$ cat src/sv/gnps_pkg.sv
// gnps_pkg: shared types and constants for the gated nearest pose selector.
// Used by every module of the block; depends on nothing.
`timescale 1ns / 1ps

package gnps_pkg;

  // configuration register indexes
  localparam logic [2:0] RegVehicleX      = 3'd0;
  localparam logic [2:0] RegVehicleY      = 3'd1;
  localparam logic [2:0] RegVehicleHead   = 3'd2;
  localparam logic [2:0] RegPosThreshold  = 3'd3;
  localparam logic [2:0] RegAngThreshold  = 3'd4;
  localparam logic [2:0] RegPosWeight     = 3'd5;
  localparam logic [2:0] RegAngWeight     = 3'd6;

  localparam logic [30:0] PosThresholdRst = 31'd131072;
  localparam logic [15:0] AngThresholdRst = 16'd2574;
  localparam logic [31:0] PosWeightRst    = 32'd32768;
  localparam logic [31:0] AngWeightRst    = 32'd208607;

  localparam int unsigned QueueDepth = 2;
  localparam int unsigned RootSteps  = 32;

  typedef struct packed {
    logic signed [31:0] cand_x;
    logic signed [31:0] cand_y;
    logic signed [15:0] cand_heading;
    logic               last;
  } cand_t;

  typedef struct packed {
    logic        found;
    logic [7:0]  best_index;
    logic [31:0] best_cost;
    logic        overflow;
  } result_t;

  typedef struct packed {
    logic signed [31:0] vehicle_x;
    logic signed [31:0] vehicle_y;
    logic signed [15:0] vehicle_heading;
    logic [30:0]        pos_threshold;
    logic [15:0]        angle_threshold;
    logic [31:0]        pos_weight;
    logic [31:0]        angle_weight;
  } cfg_t;

  // one classified candidate, as queued between front and back
  typedef struct packed {
    logic [31:0] ax;
    logic [31:0] ay;
    logic [15:0] adiff;
    logic [7:0]  index;
    logic        eval;
    logic        last;
    logic        ovf;
  } job_t;

  typedef enum logic [3:0] {
    BK_IDLE,
    BK_SQX,
    BK_SQY,
    BK_SUM,
    BK_ROOT,
    BK_GATE,
    BK_T1,
    BK_T2,
    BK_DONE
  } back_state_e;

endpackage

$ cat src/sv/gnps_front.sv
// gnps_front: accepts candidates, forms absolute differences and stream index.
// Depends on gnps_pkg.
`timescale 1ns / 1ps

module gnps_front #(
  parameter int unsigned MAX_CANDIDATES = 256
) (
  input  logic           clk_i,
  input  logic           rst_ni,
  input  gnps_pkg::cfg_t cfg_i,
  input  logic           in_valid_i,
  output logic           in_ready_o,
  input  gnps_pkg::cand_t in_data_i,
  input  logic           full_i,
  output logic           push_o,
  output gnps_pkg::job_t job_o
);
  import gnps_pkg::*;

  localparam int unsigned Cap  = (MAX_CANDIDATES < 256) ? MAX_CANDIDATES : 256;
  localparam int unsigned CntW = $clog2(Cap + 1);

  logic [CntW-1:0] cnt_q, cnt_d;
  logic            ovf_q, ovf_d;
  logic            in_cap;
  logic [32:0]     dx, dy, ndx, ndy;
  logic [16:0]     dh, ndh;

  assign in_ready_o = !full_i;
  assign push_o     = in_valid_i && !full_i;
  assign in_cap     = cnt_q < CntW'(Cap);

  always_comb begin
    dx  = {cfg_i.vehicle_x[31], cfg_i.vehicle_x} - {in_data_i.cand_x[31], in_data_i.cand_x};
    dy  = {cfg_i.vehicle_y[31], cfg_i.vehicle_y} - {in_data_i.cand_y[31], in_data_i.cand_y};
    dh  = {cfg_i.vehicle_heading[15], cfg_i.vehicle_heading}
        - {in_data_i.cand_heading[15], in_data_i.cand_heading};
    ndx = ~dx + 33'd1;
    ndy = ~dy + 33'd1;
    ndh = ~dh + 17'd1;
    job_o.ax    = dx[32] ? ndx[31:0] : dx[31:0];
    job_o.ay    = dy[32] ? ndy[31:0] : dy[31:0];
    job_o.adiff = dh[16] ? ndh[15:0] : dh[15:0];
    job_o.index = 8'(cnt_q);
    job_o.eval  = in_cap;
    job_o.last  = in_data_i.last;
    job_o.ovf   = ovf_q || !in_cap;
  end

  always_comb begin
    cnt_d = cnt_q;
    ovf_d = ovf_q;
    if (push_o) begin
      if (in_data_i.last) begin
        cnt_d = '0;
        ovf_d = 1'b0;
      end else if (in_cap) begin
        cnt_d = cnt_q + CntW'(1);
      end else begin
        ovf_d = 1'b1;
      end
    end
  end

  always_ff @(posedge clk_i or negedge rst_ni) begin
    if (!rst_ni) begin
      cnt_q <= '0;
      ovf_q <= 1'b0;
    end else begin
      cnt_q <= cnt_d;
      ovf_q <= ovf_d;
    end
  end

endmodule

$ cat src/sv/gnps_fifo.sv
// gnps_fifo: short queue of classified candidates between front and back.
// Depends on gnps_pkg.
`timescale 1ns / 1ps

module gnps_fifo (
  input  logic           clk_i,
  input  logic           rst_ni,
  input  logic           push_i,
  input  gnps_pkg::job_t data_i,
  output logic           full_o,
  output logic           valid_o,
  input  logic           pop_i,
  output gnps_pkg::job_t data_o
);
  import gnps_pkg::*;

  localparam int unsigned PtrW = $clog2(QueueDepth);
  localparam int unsigned CntW = $clog2(QueueDepth + 1);

  job_t            slot_q [QueueDepth];
  logic [PtrW-1:0] wr_q, rd_q;
  logic [CntW-1:0] cnt_q;
  logic            do_push, do_pop;

  assign full_o  = cnt_q == CntW'(QueueDepth);
  assign valid_o = cnt_q != '0;
  assign do_push = push_i && !full_o;
  assign do_pop  = pop_i && valid_o;
  assign data_o  = slot_q[rd_q];

  always_ff @(posedge clk_i) begin
    if (do_push) begin
      slot_q[wr_q] <= data_i;
    end
  end

  always_ff @(posedge clk_i or negedge rst_ni) begin
    if (!rst_ni) begin
      wr_q  <= '0;
      rd_q  <= '0;
      cnt_q <= '0;
    end else begin
      if (do_push) begin
        wr_q <= (wr_q == PtrW'(QueueDepth - 1)) ? '0 : wr_q + PtrW'(1);
      end
      if (do_pop) begin
        rd_q <= (rd_q == PtrW'(QueueDepth - 1)) ? '0 : rd_q + PtrW'(1);
      end
      if (do_push && !do_pop) begin
        cnt_q <= cnt_q + CntW'(1);
      end else if (do_pop && !do_push) begin
        cnt_q <= cnt_q - CntW'(1);
      end
    end
  end

endmodule

$ cat src/sv/gnps_back.sv
// gnps_back: distance by bit-pair square root, gating, cost and running minimum.
// One shared 32x32 multiplier. Depends on gnps_pkg.
`timescale 1ns / 1ps

module gnps_back (
  input  logic              clk_i,
  input  logic              rst_ni,
  input  gnps_pkg::cfg_t    cfg_i,
  input  logic              job_valid_i,
  input  gnps_pkg::job_t    job_i,
  output logic              job_pop_o,
  output logic              out_valid_o,
  input  logic              out_ready_i,
  output gnps_pkg::result_t out_data_o
);
  import gnps_pkg::*;

  back_state_e state_q, state_d;
  job_t        job_q;
  logic [63:0] prod_q, acc_q, v_q;
  logic [34:0] rem_q, rem_d;
  logic [31:0] root_q, root_d;
  logic [4:0]  step_q;
  logic [31:0] term_q, cost_q;
  logic        pass_q;
  logic [31:0] min_q;
  logic [7:0]  idx_q;
  logic        any_q;
  logic        out_valid_q;
  result_t     out_q;

  logic [31:0] mul_a, mul_b;
  logic        done_go, emit;
  logic        gate_pass;
  logic [64:0] sum;
  logic [34:0] rem_sh, trial;
  logic [31:0] t1, t2;
  logic [32:0] csum;
  logic        upd, nany;
  logic [31:0] nmin;
  logic [7:0]  nidx;

  assign out_valid_o = out_valid_q;
  assign out_data_o  = out_q;

  // square-root step: bring down two bits, try subtracting 4r+1
  always_comb begin
    rem_sh = {rem_q[32:0], v_q[63:62]};
    trial  = {1'b0, root_q, 2'b01};
    if (rem_sh >= trial) begin
      rem_d  = rem_sh - trial;
      root_d = {root_q[30:0], 1'b1};
    end else begin
      rem_d  = rem_sh;
      root_d = {root_q[30:0], 1'b0};
    end
  end

  always_comb begin
    sum       = {1'b0, acc_q} + {1'b0, prod_q};
    gate_pass = (root_q <= {1'b0, cfg_i.pos_threshold})
             && (job_q.adiff <= cfg_i.angle_threshold);
    t1        = (|prod_q[63:48]) ? '1 : prod_q[47:16];
    t2        = (|prod_q[63:45]) ? '1 : prod_q[44:13];
    csum      = {1'b0, term_q} + {1'b0, t2};
    upd       = pass_q && (!any_q || cost_q < min_q);
    nany      = any_q || upd;
    nmin      = upd ? cost_q : min_q;
    nidx      = upd ? job_q.index : idx_q;
  end

  // next state
  always_comb begin
    state_d = state_q;
    case (state_q)
      BK_IDLE: begin
        if (job_valid_i) begin
          state_d = job_i.eval ? BK_SQX : BK_DONE;
        end
      end
      BK_SQX:  state_d = BK_SQY;
      BK_SQY:  state_d = BK_SUM;
      BK_SUM:  state_d = BK_ROOT;
      BK_ROOT: begin
        if (step_q == 5'(RootSteps - 1)) begin
          state_d = BK_GATE;
        end
      end
      BK_GATE: state_d = gate_pass ? BK_T1 : BK_DONE;
      BK_T1:   state_d = BK_T2;
      BK_T2:   state_d = BK_DONE;
      BK_DONE: begin
        if (done_go) begin
          state_d = BK_IDLE;
        end
      end
      default: state_d = BK_IDLE;
    endcase
  end

  // outputs of the sequencer
  always_comb begin
    job_pop_o = 1'b0;
    mul_a     = job_q.ax;
    mul_b     = job_q.ax;
    done_go   = 1'b0;
    emit      = 1'b0;
    case (state_q)
      BK_IDLE: job_pop_o = job_valid_i;
      BK_SQY: begin
        mul_a = job_q.ay;
        mul_b = job_q.ay;
      end
      BK_GATE: begin
        mul_a = root_q;
        mul_b = cfg_i.pos_weight;
      end
      BK_T1: begin
        mul_a = {16'd0, job_q.adiff};
        mul_b = cfg_i.angle_weight;
      end
      BK_DONE: begin
        done_go = !job_q.last || !out_valid_q || out_ready_i;
        emit    = done_go && job_q.last;
      end
      default: ;
    endcase
  end

  always_ff @(posedge clk_i) begin
    prod_q <= mul_a * mul_b;
    case (state_q)
      BK_IDLE: begin
        job_q  <= job_i;
        pass_q <= 1'b0;
      end
      BK_SQY:  acc_q <= prod_q;
      BK_SUM: begin
        v_q    <= sum[64] ? '1 : sum[63:0];
        rem_q  <= '0;
        root_q <= '0;
        step_q <= '0;
      end
      BK_ROOT: begin
        v_q    <= {v_q[61:0], 2'b00};
        rem_q  <= rem_d;
        root_q <= root_d;
        step_q <= step_q + 5'd1;
      end
      BK_T1:   term_q <= t1;
      BK_T2: begin
        cost_q <= csum[32] ? '1 : csum[31:0];
        pass_q <= 1'b1;
      end
      default: ;
    endcase
    if (emit) begin
      out_q.found      <= nany;
      out_q.best_index <= nany ? nidx : '0;
      out_q.best_cost  <= nany ? nmin : '0;
      out_q.overflow   <= job_q.ovf;
    end
  end

  always_ff @(posedge clk_i or negedge rst_ni) begin
    if (!rst_ni) begin
      state_q     <= BK_IDLE;
      min_q       <= '1;
      idx_q       <= '0;
      any_q       <= 1'b0;
      out_valid_q <= 1'b0;
    end else begin
      state_q <= state_d;
      if (done_go) begin
        if (job_q.last) begin
          min_q <= '1;
          idx_q <= '0;
          any_q <= 1'b0;
        end else begin
          min_q <= nmin;
          idx_q <= nidx;
          any_q <= nany;
        end
      end
      if (emit) begin
        out_valid_q <= 1'b1;
      end else if (out_ready_i) begin
        out_valid_q <= 1'b0;
      end
    end
  end

endmodule

$ cat src/sv/gated_nearest_pose_select.sv
// Channel  | Handshake                  | Payload
// in       | in_valid_i / in_ready_o    | in_data_i  (gnps_pkg::cand_t)
// out      | out_valid_o / out_ready_i  | out_data_o (gnps_pkg::result_t)
// cfg      | cfg_valid_i / cfg_ready_o  | cfg_index_i, cfg_data_i
//
// An evaluated candidate occupies the back end through the 32-step square
// root and four passes through the shared multiplier; a candidate past
// capacity or failing the gate finishes sooner.
// The front takes a candidate whenever the two-entry queue has room.
// A result waits in the output register; only a last candidate stalls on it.
// Reset restores the register defaults and an empty search; no clearing pass.
//
// Top level: configuration registers and the front/queue/back chain.
// Depends on gnps_pkg, gnps_front, gnps_fifo, gnps_back.
`timescale 1ns / 1ps

module gated_nearest_pose_select #(
  parameter int unsigned MAX_CANDIDATES = 256
) (
  input  logic              clk_i,
  input  logic              rst_ni,
  input  logic              in_valid_i,
  output logic              in_ready_o,
  input  gnps_pkg::cand_t   in_data_i,
  output logic              out_valid_o,
  input  logic              out_ready_i,
  output gnps_pkg::result_t out_data_o,
  input  logic              cfg_valid_i,
  output logic              cfg_ready_o,
  input  logic [2:0]        cfg_index_i,
  input  logic [31:0]       cfg_data_i
);
  import gnps_pkg::*;

  cfg_t cfg_q;
  logic push, full, job_valid, job_pop;
  job_t job_in, job_out;

  assign cfg_ready_o = 1'b1;

  always_ff @(posedge clk_i or negedge rst_ni) begin
    if (!rst_ni) begin
      cfg_q.vehicle_x       <= '0;
      cfg_q.vehicle_y       <= '0;
      cfg_q.vehicle_heading <= '0;
      cfg_q.pos_threshold   <= PosThresholdRst;
      cfg_q.angle_threshold <= AngThresholdRst;
      cfg_q.pos_weight      <= PosWeightRst;
      cfg_q.angle_weight    <= AngWeightRst;
    end else if (cfg_valid_i) begin
      case (cfg_index_i)
        RegVehicleX:     cfg_q.vehicle_x       <= cfg_data_i;
        RegVehicleY:     cfg_q.vehicle_y       <= cfg_data_i;
        RegVehicleHead:  cfg_q.vehicle_heading <= cfg_data_i[15:0];
        RegPosThreshold: cfg_q.pos_threshold   <= cfg_data_i[30:0];
        RegAngThreshold: cfg_q.angle_threshold <= cfg_data_i[15:0];
        RegPosWeight:    cfg_q.pos_weight      <= cfg_data_i;
        RegAngWeight:    cfg_q.angle_weight    <= cfg_data_i;
        default: ;
      endcase
    end
  end

  gnps_front #(
    .MAX_CANDIDATES(MAX_CANDIDATES)
  ) u_front (
    .clk_i      (clk_i),
    .rst_ni     (rst_ni),
    .cfg_i      (cfg_q),
    .in_valid_i (in_valid_i),
    .in_ready_o (in_ready_o),
    .in_data_i  (in_data_i),
    .full_i     (full),
    .push_o     (push),
    .job_o      (job_in)
  );

  gnps_fifo u_fifo (
    .clk_i   (clk_i),
    .rst_ni  (rst_ni),
    .push_i  (push),
    .data_i  (job_in),
    .full_o  (full),
    .valid_o (job_valid),
    .pop_i   (job_pop),
    .data_o  (job_out)
  );

  gnps_back u_back (
    .clk_i       (clk_i),
    .rst_ni      (rst_ni),
    .cfg_i       (cfg_q),
    .job_valid_i (job_valid),
    .job_i       (job_out),
    .job_pop_o   (job_pop),
    .out_valid_o (out_valid_o),
    .out_ready_i (out_ready_i),
    .out_data_o  (out_data_o)
  );

endmodule

$ cat config.mk
export PLATFORM = sky130hd
export DESIGN_NAME = gated_nearest_pose_select
export DESIGN_NICKNAME = d
export VERILOG_FILES = /design/src/sv/gnps_pkg.sv /design/src/sv/gnps_front.sv /design/src/sv/gnps_fifo.sv /design/src/sv/gnps_back.sv /design/src/sv/gated_nearest_pose_select.sv
export SDC_FILE = /design/constraint.sdc
export NUM_CORES = 2
export LEC_CHECK = 0
export ABC_AREA = 1
export BUFFER_PORTS_ARGS = -buffer_cell sky130_fd_sc_hd__buf_2
export CAP_MARGIN = 25
export CORE_MARGIN = 2
export CORE_UTILIZATION = 63
export DETAILED_ROUTE_END_ITERATION = 12
export PLACE_DENSITY = 0.77
export SLEW_MARGIN = 20
export SYNTH_ARGS = -nofsm -noshare
export SYNTH_HDL_FRONTEND = slang
export SYNTH_SLANG_ARGS = --single-unit
$ cat constraint.sdc
create_clock -name clk_i -period 8.8 [get_ports clk_i]
set_input_delay 1.76 -clock clk_i [delete_from_list [all_inputs] [get_ports clk_i]]
set_output_delay 1.76 -clock clk_i [all_outputs]
set_load 0.01 [all_outputs]
# Word-level counts from Yosys, hierarchy flattened
# Memory sizes are Yosys's and may differ from the RTL's.
# Index checks and enable logic that the tools add are counted.
# word_totals
word_cells	161
inputBits	121
ram_bits	182
out_inout_bits	45
n_memories	1
register_bits	710
# classes
n_eq_ne	20
n_mux	40
bitwise_logic	3
addsub	15
n_lt_le_gt_ge	5
reduce_logical	40
n_mul	1
# memory_table
name	depth	word_bits	read_ports	rd_clocked_by_memory_dff	wr	line_no	rtl
u_fifo.slot_q	2	91	1	0	1	gnps_fifo.sv:20	job_t slot_q [QueueDepth];
# ops
op	n
one-hot mux 32 bit (3 select lines)	2
2-to-1 mux 32 bit	5
one-hot mux 64 bit (2 select lines)	1
one-hot mux 33 bit (2 select lines)	1
subtractor 32 x 32 -> 33 bit	2
adder 64 x 64 -> 65 bit	1
adder 32 x 1 -> 32 bit, second input constant	2
multiplier 32 x 32 -> 64 bit	1
2-to-1 mux 64 bit	1
NOT 32 bit	2
one-hot mux 32 bit (2 select lines)	1
one-hot mux 4 bit (9 select lines)	1
>= comparator 35 x 34 -> 1 bit	1
adder 32 x 32 -> 33 bit	1
2-to-1 mux 33 bit	1
subtractor 33 bit	1
less-or-equal comparator 32 x 31 -> 1 bit	1
less-than comparator 32 bit	1
2-to-1 mux 4 bit	5
OR reduction 19 bit	1
2-to-1 mux 9 bit	2
AND reduction 2 bit	9
subtractor 16 x 16 -> 17 bit	1
adder 16 x 1 -> 16 bit, second input constant	1
other kinds (33)	79

# Logic depth before layout (Yosys ltp)
# logic_depth
word_depth	8
ltp_mapped	41
ltp_nobuf	37

# Hierarchy
# A second synthesis with hierarchy kept.
# unflattened
hier_cells	10809
area_unflattened_um2	86560.5
# by_module_without_submodules
mod	instances	seq_area_each_um2	cells_each	area_per_inst_um2
gnps_back	1	14333.7	7629	63195.6
gnps_front	1	250.2	1837	9118.7
gated_nearest_pose_select	1	4804.6	836	7384.6
gnps_fifo	1	5565.3	507	6861.6

# Worst setup path before layout
# OpenSTA, ideal clock, no wires.
# synth_path
path_type	register -> register
startpoint	register u_back.state_q[0]
endpoint	register u_back.prod_q[54]
setup_time_ns	0.127
t_arrival_ns	8.039
required_ns	8.673
setup_slack_ns	0.634
stages_incl_launch_ff	35
cell_sequence	dfrtp_1 > nor2_1 > nand2_1 > nor2_1 > buf_2 > nand2_1 > nand2_1 > o22ai_1 > inv_1 > clkbuf_1 > nand2_1 > fa_1 > inv_1 > fa_1 > inv_1 > fa_1 > inv_1 > fa_1 > inv_1 > fa_1 > fa_1 > fa_1 > fa_1 > inv_1 > ha_1 > nand2_1 > nor2_1 > inv_1 > nor2_1 > and3_1 > a21oi_1 > inv_1 > a21oi_1 > o21ai_0 > xor2_1
# synth_via
elab_chain_cells	3
word_cells_on_any_way	6
classes_between	mul: 1; eq/ne: 3; mux: 2
# synth_lines
item	line_no	rtl
from (decl)	gnps_back.sv:18	back_state_e state_q, state_d;
from (signal assigned)	gnps_back.sv:173	state_q <= state_d;
== test 4 x 3 -> 1 bit or == test 4 x 2 -> 1 bit (tied branches)	gnps_back.sv:108	case (state_q)
one-hot mux 32 bit (3 select lines)	gnps_back.sv:108	
multiplier 32 x 32 -> 64 bit (*)	gnps_back.sv:131	prod_q <= mul_a * mul_b;
to (signal assigned)	gnps_back.sv:131	
to (decl)	gnps_back.sv:20	logic [63:0] prod_q, acc_q, v_q;
# Mark *: on every way between the ends. The rest lies on a longest branch, timed or not.
# A chain may end at the register's enable or synchronous reset.

# Final worst setup path
# layout_path
startpoint	register u_back.state_q[0]
endpoint	register u_back.prod_q[57]
# Same word-level chain as after synthesis.

==> impl_metrics.ini <==
[clocking]
path_clk_slew_ns = 0.07
cts_root_buffer = clkbuf_16
cts_sinks = 892
htreeDepth = 3
cts_buffers = 93
clk_latency_ns = 0.77
cts.path.max_buffers = 3
cts_tree = done

[floorplan]
core_area_um2 = 132000
start_util = 0.637
die_w_um = 369
die-area_um2 = 136000
row_count = 133
pin_count = 166
die_h_um = 369

[synthesis]
ys_types = 62
ys.flop_type = edfxtp_1
ys_seq_elements = 892
syn_avg_cell_area_um2 = 8.33
synth.most_common_cell = nand2_1
synthTopCellsByArea = fa_1 22%, edfxtp_1 21%, nand2_1 11%
syn_area_um2 = 83900
synth_nets = 11700
yosys_warnings = 0
synthTopCellsByCount = 2391 x nand2_1, 1828 x inv_1, 1261 x nor2_1
synth-edff-count = 577
yosys.area.top_type = fa_1
yosysTopAreaCellShare = 0.215
ys_seq_area_frac = 0.297
async_reset_ff_frac = 0.281
synthCells = 10100

[routing]
via_count = 70800
drcViolationCount = 0
first_pass_iters = 6
drtIter0Drc = 7400
wl_per_cell_um = 22.8
routed_wl_um = 276000
vias_per_cell = 5.84
detail-route-antenna-nets = 0

[placed_design]
port-buffer-count = 164
dp.final_hpwl_um = 220000
gp_congestion = 1.09
dp_cells = 11900

[setup_path]
endpoint = u_back.prod_q[57]$_DFF_P_
reg2reg_depth = 34
rrSetupSlack_ns = 0.14
crit_start = u_back.state_q[0]$_DFFE_PN0P_
cp_slowest_stage_delay_ns = 0.75
r2r-start = u_back.state_q[0]$_DFFE_PN0P_
path_class = reg2reg
r2r_end = u_back.prod_q[57]$_DFF_P_
worst-path-max-fanout = 21
crit_top_cell = nand2_1
arrival_ns = 9.26
cp-end-kind = register
slowest_stage = fa_1
cp-start-kind = register
crit_required_ns = 9.40

[cells_and_area]
antenna_cells = 0
area_growth_pct = 9.55
fin_cells = 12100
drive_gt1_frac = 0.0826
num-nets-final = 11900

[sta]
setup_tns_ns = 0
worst_pin_slew_ns = 1.00
maxSlewHeadroom = 0.332
finalCriticalPeriod_ns = 8.66
maxSlewViolCount = 0
fin_crit_sh = 0.984
max_freq_mhz = 115
finClkSkew_ns = 0.110
report.final.hold_viol_count = 0
setup_viol = 0

[global_route]
antenna_found_initial = 8
grt_util_all_layers = 0.409
grt_max_degree = 171
overflow = 0
grt_pass1_vias = 71300
grt_pass1_wl_um = 418000

[hold_path]
hold_class = reg2reg

[status]
status = completed

[flow_run]
maxCapViolCount = 0
-- layout by cell type (no fill, tap or decap), drive strengths merged, types with 4 or more instances in the layout --
cell type  count
o22ai         61
o221ai         5
and2           7
nor2        1281
a21boi        18
nor3          58
nor3b          4
fa           901
clkbuf       118
ha           558
o21ai        434
edfxtp       577
or2           12
a21oi        407
nand4         60
dfrtp        199
o21bai        31
dfstp         52
inv         1857
bufinv        11
nor4          18
a22o          31
nand3b        72
clkinvlp      11
o21a          22
dfxtp         64
o211ai        26
a21o          42
and3           8
xor2         148
a211oi        10
clkinv        41
nand3        237
o31ai          4
nand2       2405
a31oi         46
a221oi         8
xnor2         91
buf          419
-- kinds of logic after synthesis --
kind of cell	synth area share
XOR/XNOR	0.0255
buffers and inverters	0.100
flip-flops	0.297
adder cells (fa/ha/maj)	0.298
AO/OA/AOI/OAI	0.0790
AND/OR/NAND/NOR	0.199
other	0.0000447
-- registers in the layout, indices dropped and copies added, names as in the netlist, 2 cells and up --
signal / flops
u_back.root_q: 32
u_back.job_q: 90
u_back.step_q: 5
u_back.rem_q: 33
cfg_q: 191
u_back.out_data_o: 42
u_back.term_q: 32
u_back.state_q: 4
u_back.idx_q: 8
u_fifo.slot_q: 182
u_fifo.cnt_q: 2
u_front.cnt_q: 9
u_back.min_q: 32
u_back.v_q: 64
u_back.cost_q: 32
u_back.acc_q: 64
u_back.prod_q: 64
-- worst min path at each step --
stage | start | endpoint | slack, ns | cells past startpoint
5_1_grt | u_back.prod_q[57]$_DFF_P_ | u_back.acc_q[57]$_DFFE_PN_ | 0.42 | 0
4_1_cts | u_back.prod_q[57]$_DFF_P_ | u_back.acc_q[57]$_DFFE_PN_ | 0.41 | 0
2_1_floorplan | u_back.job_q[0]$_DFFE_PP_ | u_back.out_data_o[0]$_DFFE_PP_ | 0.40 | 0
3_3_place_gp | u_back.prod_q[7]$_DFF_P_ | u_back.acc_q[7]$_DFFE_PN_ | 0.42 | 0
6_report | u_back.prod_q[57]$_DFF_P_ | u_back.acc_q[57]$_DFFE_PN_ | 0.41 | 0
3_5_place_dp | u_back.prod_q[8]$_DFF_P_ | u_back.acc_q[8]$_DFFE_PN_ | 0.42 | 0
-- critical path, delay by kind of cell, from the launching register on --
family / cells / cell delay (ns)
adder cells (fa/ha/maj): 9 / 4.40
AND/OR/NAND/NOR: 12 / 1.71
buffers and inverters: 10 / 1.51
AO/OA/AOI/OAI: 3 / 0.46
flip-flops: 1 / 0.42
-- per-layer routing --
| metal | GRT usage | vias to the layer above | share of wire |
|---|---|---|---|
| met2 | 0.637 | 3840 | 0.45 |
| met3 | 0.0938 | 950 | 0.10 |
| met4 | 0.264 | 12 | 0.078 |
| met1 | 0.515 | 34200 | 0.37 |
| li1 | - | 31800 | - |
| met5 | 0 | - | 0.00027 |
-- final cells by class --
class,instances,area (µm²)
tap,1755,2200
clock inverter,57,762
fill,10500,39900
clock buffer,118,2530
timing repair buffer,419,3410
inverter,1863,7040
multi-input combinational,7011,51000
sequential,892,25000
-- stage by stage --
stage	util	hold WS, ns	cell area [µm²]	setup WS [ns]
after global routing	0.697	0.416	91900	-0.0587
final	0.697	0.408	91900	0.139
after CTS	0.694	0.406	91400	0.00540
after detailed placement	0.668	0.419	88000	-0.323
after global placement	0.667	0.421	88000	-0.274
after floorplan	-	0.400	83900	0.634
-- timing repair --
action | 4_1_cts | 5_1_grt
pin swaps | 1 | 8
setup buffers | 3 | 14
hold buffers | 0 | 0
setup endpoints to repair | 28 | 31
resized for setup | 20 | 83
cloned | 1 | 0
Power is left out: the tool's default activity adds up to more than one toggle a clock period on the data nets, which glitch-free logic cannot reach.
